--- src/hdl/mkced_pkg.sv ---
// ----------------------------------------------------------------------------
// Multi-key click event detector package
// Shared types, command codes, flag bits, phase codes and reset values.
// ----------------------------------------------------------------------------
package mkced_pkg;

  localparam int NUM_KEYS_DEF = 3;
  localparam int LEVEL_W      = 3;
  localparam int FLAG_W       = 7;
  localparam int CNT_W        = 16;

  localparam logic [1:0] CMD_TICK  = 2'd0;
  localparam logic [1:0] CMD_CHECK = 2'd1;
  localparam logic [1:0] CMD_CLEAR = 2'd2;

  localparam logic [1:0] REG_SAMPLE_PERIOD = 2'd0;
  localparam logic [1:0] REG_LONG_PRESS    = 2'd1;
  localparam logic [1:0] REG_DOUBLE_CLICK  = 2'd2;
  localparam logic [1:0] REG_REPEAT        = 2'd3;

  localparam logic [7:0]       SAMPLE_PERIOD_RST = 8'd20;
  localparam logic [CNT_W-1:0] LONG_PRESS_RST    = 16'd2000;
  localparam logic [CNT_W-1:0] DOUBLE_CLICK_RST  = 16'd200;
  localparam logic [CNT_W-1:0] REPEAT_RST        = 16'd100;

  localparam logic [FLAG_W-1:0] FL_HOLD   = 7'h01;
  localparam logic [FLAG_W-1:0] FL_DOWN   = 7'h02;
  localparam logic [FLAG_W-1:0] FL_UP     = 7'h04;
  localparam logic [FLAG_W-1:0] FL_SINGLE = 7'h08;
  localparam logic [FLAG_W-1:0] FL_DOUBLE = 7'h10;
  localparam logic [FLAG_W-1:0] FL_LONG   = 7'h20;
  localparam logic [FLAG_W-1:0] FL_REPEAT = 7'h40;

  localparam logic [2:0] PH_IDLE     = 3'd0;
  localparam logic [2:0] PH_PRESSED  = 3'd1;
  localparam logic [2:0] PH_RELEASED = 3'd2;
  localparam logic [2:0] PH_DOUBLE   = 3'd3;
  localparam logic [2:0] PH_LONG     = 3'd4;

  typedef struct packed {
    logic              tick;
    logic              sample;
    logic              check;
    logic              clear;
    logic [FLAG_W-1:0] mask;
  } lane_ctrl_t;

  typedef struct packed {
    logic [CNT_W-1:0] long_press;
    logic [CNT_W-1:0] double_click;
    logic [CNT_W-1:0] repeat_gap;
  } timing_t;

endpackage

--- src/hdl/multi_key_click_event_detector_unit.sv ---
// ----------------------------------------------------------------------------
// Multi-key click event detector
// Turns sampled key levels into sticky click, hold and repeat event flags.
//
//   channel  handshake               payload
//   in       in_valid / in_stall     cmd, key_levels, key_sel, flag_mask
//   out      out_valid / out_stall   hit, flags
//   cfg      cfg_valid / cfg_ready   cfg_index, cfg_data
//
// Every item yields one result item in the cycle after it is taken.
// All key lanes update in the same cycle, so one item is taken per cycle unless a result stalls.
// A stalled result holds the input side until it is taken.
// Reset clears all key state and loads the default timing registers.
// ----------------------------------------------------------------------------
module multi_key_click_event_detector_unit #(
  parameter int NUM_KEYS = mkced_pkg::NUM_KEYS_DEF
) (
  input  logic                             clk,
  input  logic                             rst,
  input  logic                             in_valid,
  output logic                             in_stall,
  input  logic [1:0]                       cmd,
  input  logic [mkced_pkg::LEVEL_W-1:0]    key_levels,
  input  logic [1:0]                       key_sel,
  input  logic [mkced_pkg::FLAG_W-1:0]     flag_mask,
  output logic                             out_valid,
  input  logic                             out_stall,
  output logic                             hit,
  output logic [mkced_pkg::FLAG_W-1:0]     flags,
  input  logic                             cfg_valid,
  output logic                             cfg_ready,
  input  logic [1:0]                       cfg_index,
  input  logic [mkced_pkg::CNT_W-1:0]      cfg_data
);
  import mkced_pkg::*;

  logic                           accept;
  logic [7:0]                     sample_period;
  timing_t                        timing;
  logic [7:0]                     prescale_count;
  logic [8:0]                     prescale_inc;
  logic                           sample;
  lane_ctrl_t                     ctrl;
  logic [NUM_KEYS-1:0][FLAG_W-1:0] lane_flags;

  assign in_stall  = out_valid && out_stall;
  assign accept    = in_valid && !in_stall;
  assign cfg_ready = 1'b1;

  always_ff @(posedge clk) begin
    if (rst) begin
      sample_period       <= SAMPLE_PERIOD_RST;
      timing.long_press   <= LONG_PRESS_RST;
      timing.double_click <= DOUBLE_CLICK_RST;
      timing.repeat_gap   <= REPEAT_RST;
    end else if (cfg_valid && cfg_ready) begin
      unique case (cfg_index)
        REG_SAMPLE_PERIOD: sample_period       <= cfg_data[7:0];
        REG_LONG_PRESS:    timing.long_press   <= cfg_data;
        REG_DOUBLE_CLICK:  timing.double_click <= cfg_data;
        REG_REPEAT:        timing.repeat_gap   <= cfg_data;
        default: ;
      endcase
    end
  end

  assign prescale_inc = {1'b0, prescale_count} + 9'd1;
  assign sample       = prescale_inc >= {1'b0, sample_period};

  always_ff @(posedge clk) begin
    if (rst) begin
      prescale_count <= '0;
    end else if (accept && (cmd == CMD_TICK)) begin
      prescale_count <= sample ? '0 : prescale_inc[7:0];
    end
  end

  always_comb begin
    ctrl.tick   = accept && (cmd == CMD_TICK);
    ctrl.sample = sample;
    ctrl.check  = 1'b0;
    ctrl.clear  = accept && (cmd == CMD_CLEAR);
    ctrl.mask   = flag_mask;
  end

  for (genvar k = 0; k < NUM_KEYS; k++) begin : g_lane
    lane_ctrl_t lctrl;
    logic       level;

    always_comb begin
      lctrl       = ctrl;
      lctrl.check = accept && (cmd == CMD_CHECK) && (32'(key_sel) == k);
    end

    if (k < LEVEL_W) begin : g_lvl
      assign level = key_levels[k];
    end else begin : g_nolvl
      assign level = 1'b0;
    end

    mkced_lane u_lane (
      .clk    (clk),
      .rst    (rst),
      .ctrl   (lctrl),
      .timing (timing),
      .level  (level),
      .flags  (lane_flags[k])
    );
  end

  mkced_merge #(
    .NUM_KEYS (NUM_KEYS)
  ) u_merge (
    .clk        (clk),
    .rst        (rst),
    .accept     (accept),
    .cmd        (cmd),
    .key_sel    (key_sel),
    .flag_mask  (flag_mask),
    .lane_flags (lane_flags),
    .out_stall  (out_stall),
    .out_valid  (out_valid),
    .hit        (hit),
    .flags      (flags)
  );

`ifndef NO_ASSERTIONS
  a_hit_has_flags: assert property (@(posedge clk) disable iff (rst)
    (out_valid && hit) |-> (flags != '0))
    else $error("hit reported with no flags set");

  a_accept_gives_result: assert property (@(posedge clk) disable iff (rst)
    accept |=> out_valid)
    else $error("accepted item produced no result");

  a_clear_zeroes: assert property (@(posedge clk) disable iff (rst)
    (accept && (cmd == CMD_CLEAR)) |=> (lane_flags == '0))
    else $error("clear item left flags set");
`endif

endmodule

--- src/hdl/mkced_lane.sv ---
// ----------------------------------------------------------------------------
// Key lane
// Countdown, sampled level, phase machine and sticky event flags of one key.
// ----------------------------------------------------------------------------
module mkced_lane (
  input  logic                      clk,
  input  logic                      rst,
  input  mkced_pkg::lane_ctrl_t     ctrl,
  input  mkced_pkg::timing_t        timing,
  input  logic                      level,
  output logic [mkced_pkg::FLAG_W-1:0] flags
);
  import mkced_pkg::*;

  logic [2:0]        phase;
  logic [2:0]        phase_next;
  logic [CNT_W-1:0]  countdown;
  logic [CNT_W-1:0]  countdown_next;
  logic [CNT_W-1:0]  cd_dec;
  logic              curr_level;
  logic              curr_level_next;
  logic [FLAG_W-1:0] flags_next;

  always_comb begin
    cd_dec          = (countdown != '0) ? countdown - CNT_W'(1) : countdown;
    phase_next      = phase;
    countdown_next  = countdown;
    curr_level_next = curr_level;
    flags_next      = flags;
    if (ctrl.clear) begin
      flags_next = '0;
    end else if (ctrl.check) begin
      if (((flags & ctrl.mask) != '0) && (ctrl.mask != FL_HOLD)) begin
        flags_next = flags & ~ctrl.mask;
      end
    end else if (ctrl.tick) begin
      countdown_next = cd_dec;
      if (ctrl.sample) begin
        curr_level_next = level;
        unique case (phase)
          PH_IDLE: begin
            if (level) begin
              countdown_next = timing.long_press;
              flags_next     = flags_next | FL_HOLD;
              phase_next     = PH_PRESSED;
              if (!curr_level) flags_next = flags_next | FL_DOWN;
            end
          end
          PH_PRESSED: begin
            if (!level) begin
              countdown_next = timing.double_click;
              flags_next     = flags_next & ~FL_HOLD;
              phase_next     = PH_RELEASED;
              if (curr_level) flags_next = flags_next | FL_UP;
            end else if (cd_dec == '0) begin
              flags_next = flags_next | FL_LONG;
              phase_next = PH_LONG;
            end
          end
          PH_RELEASED: begin
            if (cd_dec == '0) begin
              flags_next = flags_next | FL_SINGLE;
              phase_next = PH_IDLE;
            end else if (level) begin
              flags_next = flags_next | FL_DOUBLE | FL_HOLD;
              phase_next = PH_DOUBLE;
            end
            if (level && !curr_level) flags_next = flags_next | FL_DOWN;
          end
          PH_DOUBLE: begin
            if (!level) begin
              flags_next = flags_next & ~FL_HOLD;
              phase_next = PH_IDLE;
              if (curr_level) flags_next = flags_next | FL_UP;
            end
          end
          PH_LONG: begin
            if (!level) begin
              flags_next = flags_next & ~FL_HOLD;
              phase_next = PH_IDLE;
              if (curr_level) flags_next = flags_next | FL_UP;
            end else if (cd_dec == '0) begin
              countdown_next = timing.repeat_gap;
              flags_next     = flags_next | FL_REPEAT;
            end
          end
          default: begin
            phase_next = PH_IDLE;
          end
        endcase
      end
    end
  end

  always_ff @(posedge clk) begin
    if (rst) begin
      phase      <= PH_IDLE;
      countdown  <= '0;
      curr_level <= 1'b0;
      flags      <= '0;
    end else begin
      phase      <= phase_next;
      countdown  <= countdown_next;
      curr_level <= curr_level_next;
      flags      <= flags_next;
    end
  end

endmodule

--- src/hdl/mkced_merge.sv ---
// ----------------------------------------------------------------------------
// Result merge
// Selects the checked key's flags from all lanes and holds the result item.
// ----------------------------------------------------------------------------
module mkced_merge #(
  parameter int NUM_KEYS = mkced_pkg::NUM_KEYS_DEF
) (
  input  logic                                      clk,
  input  logic                                      rst,
  input  logic                                      accept,
  input  logic [1:0]                                cmd,
  input  logic [1:0]                                key_sel,
  input  logic [mkced_pkg::FLAG_W-1:0]              flag_mask,
  input  logic [NUM_KEYS-1:0][mkced_pkg::FLAG_W-1:0] lane_flags,
  input  logic                                      out_stall,
  output logic                                      out_valid,
  output logic                                      hit,
  output logic [mkced_pkg::FLAG_W-1:0]              flags
);
  import mkced_pkg::*;

  logic [FLAG_W-1:0] sel_flags;
  logic              sel_ok;

  always_comb begin
    sel_flags = '0;
    for (int k = 0; k < NUM_KEYS; k++) begin
      if (32'(key_sel) == k) sel_flags = sel_flags | lane_flags[k];
    end
    sel_ok = (cmd == CMD_CHECK) && (32'(key_sel) < NUM_KEYS);
  end

  always_ff @(posedge clk) begin
    if (rst) begin
      out_valid <= 1'b0;
    end else if (accept) begin
      out_valid <= 1'b1;
    end else if (!out_stall) begin
      out_valid <= 1'b0;
    end
  end

  always_ff @(posedge clk) begin
    if (accept) begin
      flags <= sel_ok ? sel_flags : '0;
      hit   <= sel_ok && ((sel_flags & flag_mask) != '0);
    end
  end

endmodule

--- config.mk ---
export PLATFORM = sky130hd
export DESIGN_NAME = multi_key_click_event_detector_unit
export DESIGN_NICKNAME = d
export VERILOG_FILES = /design/src/hdl/mkced_pkg.sv /design/src/hdl/multi_key_click_event_detector_unit.sv /design/src/hdl/mkced_lane.sv /design/src/hdl/mkced_merge.sv
export SDC_FILE = /design/constraint.sdc
export NUM_CORES = 1
export LEC_CHECK = 0
export BUFFER_PORTS_ARGS = -buffer_cell sky130_fd_sc_hd__buf_2
export CORE_MARGIN = 8
export CORE_UTILIZATION = 40
export DETAILED_ROUTE_END_ITERATION = 16
export HOLD_SLACK_MARGIN = 0.05
export SYNTH_ARGS = -nofsm -noshare
export SYNTH_HDL_FRONTEND = slang
export SYNTH_SLANG_ARGS = --single-unit
--- constraint.sdc ---
create_clock -name clk -period 9.9 [get_ports clk]
set_input_delay 2.475 -clock clk [delete_from_list [all_inputs] [get_ports clk]]
set_output_delay 2.475 -clock clk [all_outputs]
set_load 0.01 [all_outputs]
==> run_results.csv, run 1 <==
group,metric,value,unit
run_status,status,"completed",
floorplanning,row_count,61,
sta,setup_viol,0,
sta,tightestPinTransition,0.9843,ns
sta,period_needed,5.338,ns
sta,hold_violations,0,
grt,track_usage,24.65,%
final_layout,final_common_cell,"nand2_1",
cts,cts_buffers,17,
worst_setup_path,rrSetupSlack,5.88,ns
grt,grt_pass1_wl,64940,um
power,peakVddDrop,0.0001153,V
sta,hold_slack,0.4767,ns
place,place_congestion,0.9666,
logic_synthesis,synth_seq_cells,154,
final_layout,num-nets-final,1564,
logic_synthesis,ys_types,88,
cts,clk_pin_slew,0.06,ns
floorplanning,die_w,182.3,um
final_layout,syn_to_final_growth,8.636,%
sta,max_freq,187.3,MHz
cts,cts_resized,0,
job,maxCapViolations,0,
grt,grt_max_degree,81,
floorplanning,start_util,40.17,%
logic_synthesis,syn_area_per_cell,7.113,sq um
logic_synthesis,syn_inst,1556,
sta,relSlewSlack,34.02,%
cts,cts_tree,"done",
grt,met1_usage,30.92,%
route,routed-via-count,12250,
sta,setup_slack,4.562,ns
worst_setup_path,worstSetupPathType,"in -> out",
route,drt_iter0_markers,1710,
cts,cts_max_path_buffers,2,
floorplanning,core_area,0.02755,sq mm
place,dp_cells,1874,
final_layout,layout_common_cells,"206 x nand2_1, 163 x a21oi_1, 151 x nor2_1",
cts,cts_setup_buffers,0,
sta,finalSetupTns,0,ns
sta,finalMaxSlewViolations,0,
route,ant_nets,0,
logic_synthesis,syn-num-nets,1605,
worst_setup_path,r2r_start,"g_lane[2].u_lane.countdown[0]",
route,wire_per_inst,22.08,um
cts,htreeDepth,4,
worst_setup_path,cp-start-kind,"primary input",
grt,antenna_found_initial,0,
sta,timing.final.crit_share,53.92,%
final_layout,diodes,0,
logic_synthesis,netlist_area,0.01107,sq mm
floorplanning,io_pins,48,
worst_setup_path,cp.arrival,2.86,ns
route,viasPerCell,6.429,
cts,cts.sinks,154,
grt,use_met3,6.124,%
power,p_leak,0.004243,uW
floorplanning,die_h,182.3,um
place,io_buffers,46,
min_path,hp-class,"reg -> reg",
cts,clock_tree.root_cell,"clkbuf_16",
sta,rsz0062_at_grt,"false",
logic_synthesis,async_flop_share,0,%
sta,skew,0.02097,ns
min_path,holdPathEnd,"prescale_count[7]",
worst_setup_path,r2r-end,"g_lane[2].u_lane.countdown[15]",
route,dr.pass1.iters,6,
grt,grt_pass1_vias,11240,
worst_setup_path,rr_worst_depth,11,
logic_synthesis,synth-edff-count,8,
logic_synthesis,yosysWarnings,0,
final_layout,drive_above_1_share,8.704,%
logic_synthesis,yosysSeqAreaShare,28.58,%
grt,grt_overflow,0,
worst_setup_path,cp_data_required_time,7.43,ns
final_layout,finalNonFillerCells,1906,
grt,grt-busiest-layer,"met2",
place,pre_cts_slack,4.477,ns
logic_synthesis,ys.flop_type,"dfxtp_1",
worst_setup_path,crit_fanout,3,
place,dpl.hpwl,29360,um
power,p_per_area,164.2,mW/mm^2
grt,grtUsageMet2,38.51,%
floorplanning,die_area,0.03325,sq mm
cts,clock_latency,0.45,ns
route,wl,42080,um
min_path,whs_path_depth,2,
cts,postCtsHoldBufs,0,
worst_setup_path,end_kind,"output port",
route,drc,0,
min_path,min-delay-start,"prescale_count[7]",
## critical path, cell delays in order
cell,delay (ns)
buf_2,0.09
and2_1,0.16
buf_2,0.14
## registers in the layout, summed over array words and instances, names as in the netlist
register,count
sample_period,8
g_lane.u_lane.countdown,48
g_lane.u_lane.flags,21
g_lane.u_lane.curr_level,3
u_merge.out_valid,1
u_merge.hit,1
prescale_count,8
timing,48
u_merge.flags,7
g_lane.u_lane.phase,9
## stage by stage
stage          util [%]  power, uW  cell area [sq um]
6_report          43.64       1975              12020
5_1_grt           43.64       2069              12020
4_1_cts           43.64       1970              12020
3_5_place_dp      41.52       1303              11440
3_3_place_gp      41.52       1299              11440
2_1_floorplan         -       1140              11070
## cell usage after synthesis, types with 13 or more instances
cell type	instances	share of area, %
nand2_1	206	7.0
a22oi_1	39	2.6
a221oi_1	26	2.1
inv_1	35	1.2
nand2b_1	20	1.1
nor3_1	61	2.8
mux2i_1	16	1.4
nand3_1	48	2.2
dfxtp_1	146	26
nor4_1	18	1.0
nor2b_1	15	0.85
a211o_1	13	1.0
o221ai_1	14	1.1
clkbuf_1	106	3.6
nor2_1	151	5.1
and3_1	13	0.73
o21ai_0	111	5.0
a211oi_1	29	2.0
or3_1	25	1.4
a31oi_1	26	1.5
nand3b_1	17	1.2
a21oi_1	163	7.4
## routing by layer
metal,part of all wire [%],vias up
met5,0,-
met4,5.2,0
met3,9.8,134
met2,44,687
met1,41,5709
li1,-,5724
## worst max-delay path by stage
stage               startpoint                         to  depth (start not counted)
floorplan            out_stall                   in_stall                          1
global placement     out_stall  g_lane[2].u_lane.flags[4]                         12
detailed placement   out_stall  g_lane[2].u_lane.flags[4]                         12
CTS                  out_stall                   in_stall                          3
global route         out_stall  g_lane[2].u_lane.flags[4]                         12
finish               out_stall                   in_stall                          3
## cell type report
class | count | area [sq um]
clock buffer | 20 | 456.7
fill | 2883 | 15530
tap | 378 | 473.0
timing repair buffer | 62 | 352.8
sequential | 154 | 3163
clock inverter | 12 | 127.6
inverter | 35 | 131.4
multi-input combinational | 1245 | 7320
## report_power, final
group | internal (uW) | switching [uW] | leakage [uW]
clock | 367 | 297 | 0.000285
sequential | 650 | 51.1 | 0.00127
combinational | 214 | 395 | 0.00269
total | 1230 | 743 | 0.00424
## kinds of logic after synthesis
logic type,count (synthesis),share of synthesized area [%]
compound gates,535,31.27
xor+xnor,24,1.899
fa+ha+maj,13,1.447
buf+inv,157,5.505
flops,154,28.58
mux,19,1.752
other cells,1,0.03388
simple gates,653,29.52
Power figures use the tool's default switching activity.
==> run 2, diff against run 1 <==
Clock period 9.9 ns to 4.3 ns, I/O delays scaled along.
==> run 2 against run 1 <==
Effect of this change:
- global-route usage is 0.30 points higher
- clock skew fell by 0.0067 ns
- power is 140% higher
- design area is 1.5% higher
- register-to-register slack got worse by 5.5 ns
- clock power grew to 2.5 times the previous value
- sequential power up 130%
- utilization is 0.67 points higher
- first-iteration DRC count fell by 9.3%
- routed wire length barely moved
- critical path depth increased by 11
- combinational power increased by 130%
- critical endpoint is now g_lane[1].u_lane.countdown[13]
==> run_results.csv, run 2 (synthesis gave the netlist of run 1 again) <==
group,metric,value,unit
sta,timing.final.crit_share,91.51,%
sta,max_freq,254.1,MHz
worst_setup_path,path_cells,"and3_1, and3_1, nand3_1, xnor2_1, ha_1, a21oi_1, o211ai_1, a211oi_2, buf_4, nor2_1, and2_1, and4_1, a211oi_1, nor3_1",
sta,finalSetupTns,0,ns
route,ant_nets,0,
floorplanning,start_util,40.17,%
worst_setup_path,rr_worst_depth,14,
job,maxCapViolations,0,
sta,setup_viol,0,
route,drt_iter0_markers,1551,
floorplanning,core_area,0.02755,sq mm
sta,hold_violations,0,
power,switching_share,37.03,%
floorplanning,die_h,182.3,um
worst_setup_path,rrSetupSlack,0.36,ns
floorplanning,io_pins,48,
worst_setup_path,worstSetupPathType,"reg -> reg",
cts,clock_latency,0.45,ns
floorplanning,die_area,0.03325,sq mm
grt,grt_max_degree,73,
final_layout,diodes,0,
final_layout,drive_above_1_share,9.832,%
floorplanning,row_count,61,
worst_setup_path,slowest_stage,"a211oi_2",
cts,cts_tree,"done",
route,wl,42090,um
grt,grt_pass1_vias,11230,
power,comb_power_share,30.3,%
power,seqPwrFrac,34.2,%
power,clockPowerShare,35.5,%
cts,cts_max_path_buffers,2,
sta,rsz0062_at_grt,"false",
final_layout,final_common_cell,"nand2_1",
cts,clock_tree.root_cell,"clkbuf_16",
route,dr.pass1.iters,8,
sta,relSlewSlack,22.17,%
power,p_leak,0.004359,uW
worst_setup_path,cpPeakStageDelay,0.63,ns
worst_setup_path,r2r-end,"g_lane[1].u_lane.countdown[13]",
cts,htreeDepth,4,
power,peakVddDrop,0.0002492,V
grt,grt_overflow,0,
final_layout,largestRegisters,"g_lane.u_lane.countdown (48), timing (48), g_lane.u_lane.flags (21)",
place,dpl.hpwl,30000,um
cts,postCtsHoldBufs,0,
grt,track_usage,24.95,%
worst_setup_path,endpoint,"g_lane[1].u_lane.countdown[13]",
cts,cts_resized,0,
sta,finalMaxSlewViolations,0,
power,power.internal,2967,uW
sta,period_needed,3.935,ns
place,pre_cts_slack,0.4624,ns
worst_setup_path,crit_fanout,11,
final_layout,syn_to_final_growth,10.30,%
sta,hold_slack,0.4809,ns
sta,skew,0.01427,ns
sta,tightestPinTransition,1.163,ns
power,p_switching,1745,uW
min_path,hp-class,"reg -> reg",
worst_setup_path,cp.arrival,4.23,ns
final_layout,num-nets-final,1582,
power,p_per_area,385.9,mW/mm^2
route,viasPerCell,6.410,
cts,cts.sinks,154,
place,io_buffers,46,
worst_setup_path,crit_start,"prescale_count[2]",
run_status,status,"completed",
route,wire_per_inst,21.88,um
worst_setup_path,end_kind,"flip-flop",
worst_setup_path,cp-start-kind,"flip-flop",
worst_setup_path,crit_top_cell,"and3_1",
worst_setup_path,cp_data_required_time,4.59,ns
final_layout,layout_common_cells,"206 x nand2_1, 163 x a21oi_1, 151 x nor2_1",
floorplanning,die_w,182.3,um
route,drc,0,
grt,antenna_found_initial,0,
route,routed-via-count,12330,
cts,clk_pin_slew,0.07,ns
sta,setup_slack,0.3650,ns
cts,cts_setup_buffers,0,
place,place_congestion,0.9492,
grt,grt_pass1_wl,65340,um
cts,cts_buffers,17,
worst_setup_path,r2r_start,"prescale_count[2]",
[run 2: cell types whose count changed in the layout (fill, tap and decap cells not counted)]
| cell | delta |
|---|---|
| clkinvlp_4 | -1 |
| bufinv_16 | +2 |
| inv_8 | +2 |
| clkbuf_1 | -1 |
| clkinv_4 | -1 |
| buf_4 | +18 |
| clkbuf_8 | -1 |
[run 2: cell type report]
| type | instances | area (sq um) |
|---|---|---|
| Sequential cell | 154 | 3163 |
| Inverter | 35 | 131.4 |
| Clock inverter | 14 | 193.9 |
| Fill cell | 2868 | 15340 |
| Clock buffer | 18 | 439.2 |
| Tap cell | 378 | 473.0 |
| Multi-Input combinational cell | 1245 | 7320 |
| Timing Repair Buffer | 80 | 488.0 |
[run 2: metrics by stage]
stage | cells | instance area (sq um) | utilization [%] | power, uW
global placement | 1892 | 11570 | 42.01 | 3010
finish | 1924 | 12210 | 44.31 | 4711
floorplan | 1556 | 11070 | - | 2624
CTS | 1924 | 12210 | 44.31 | 4693
detailed placement | 1892 | 11570 | 42.01 | 3021
global route | 1924 | 12210 | 44.31 | 4932
[run 2: how the worst min path moves through the flow]
| stage | start | endpoint | slack, ns | cells after the start |
|---|---|---|---|---|
| after floorplan | g_lane[1].u_lane.curr_level | g_lane[1].u_lane.curr_level | 0.44 | 2 |
| after global placement | g_lane[1].u_lane.curr_level | g_lane[1].u_lane.curr_level | 0.46 | 2 |
| after detailed placement | g_lane[1].u_lane.curr_level | g_lane[1].u_lane.curr_level | 0.47 | 2 |
| after CTS | g_lane[1].u_lane.curr_level | g_lane[1].u_lane.curr_level | 0.49 | 2 |
| after global routing | prescale_count[4] | prescale_count[4] | 0.51 | 2 |
| final | g_lane[1].u_lane.curr_level | g_lane[1].u_lane.curr_level | 0.48 | 2 |
[run 2: power by group through the flow]
stage	Combinational (uW)	Sequential, uW	Clock [uW]
2_1_floorplan	1050	1570	0
3_3_place_gp	1370	1640	0
3_5_place_dp	1380	1640	0
4_1_cts	1390	1600	1700
5_1_grt	1560	1620	1760
6_report	1430	1610	1670
[run 2: per-layer routing]
metal | routed length (um) | global-route usage [%] | share of wire, %
met5 | 0 | 0 | 0
met4 | 2418 | 13.91 | 5.7
met3 | 3650 | 5.051 | 8.7
met2 | 18510 | 38.30 | 44
met1 | 17520 | 32.31 | 42
[run 2: worst max-delay path: cells and delay by family, from the launching register on]
| kind | cells | cell delay [ns] |
|---|---|---|
| and+or+nand+nor | 7 | 1.34 |
| AOI/OAI and AO/OA | 4 | 1.18 |
| DFF | 1 | 0.42 |
| buffers and inverters | 1 | 0.34 |
| adders and majority gates | 1 | 0.29 |
| xor gates and xnor gates | 1 | 0.20 |
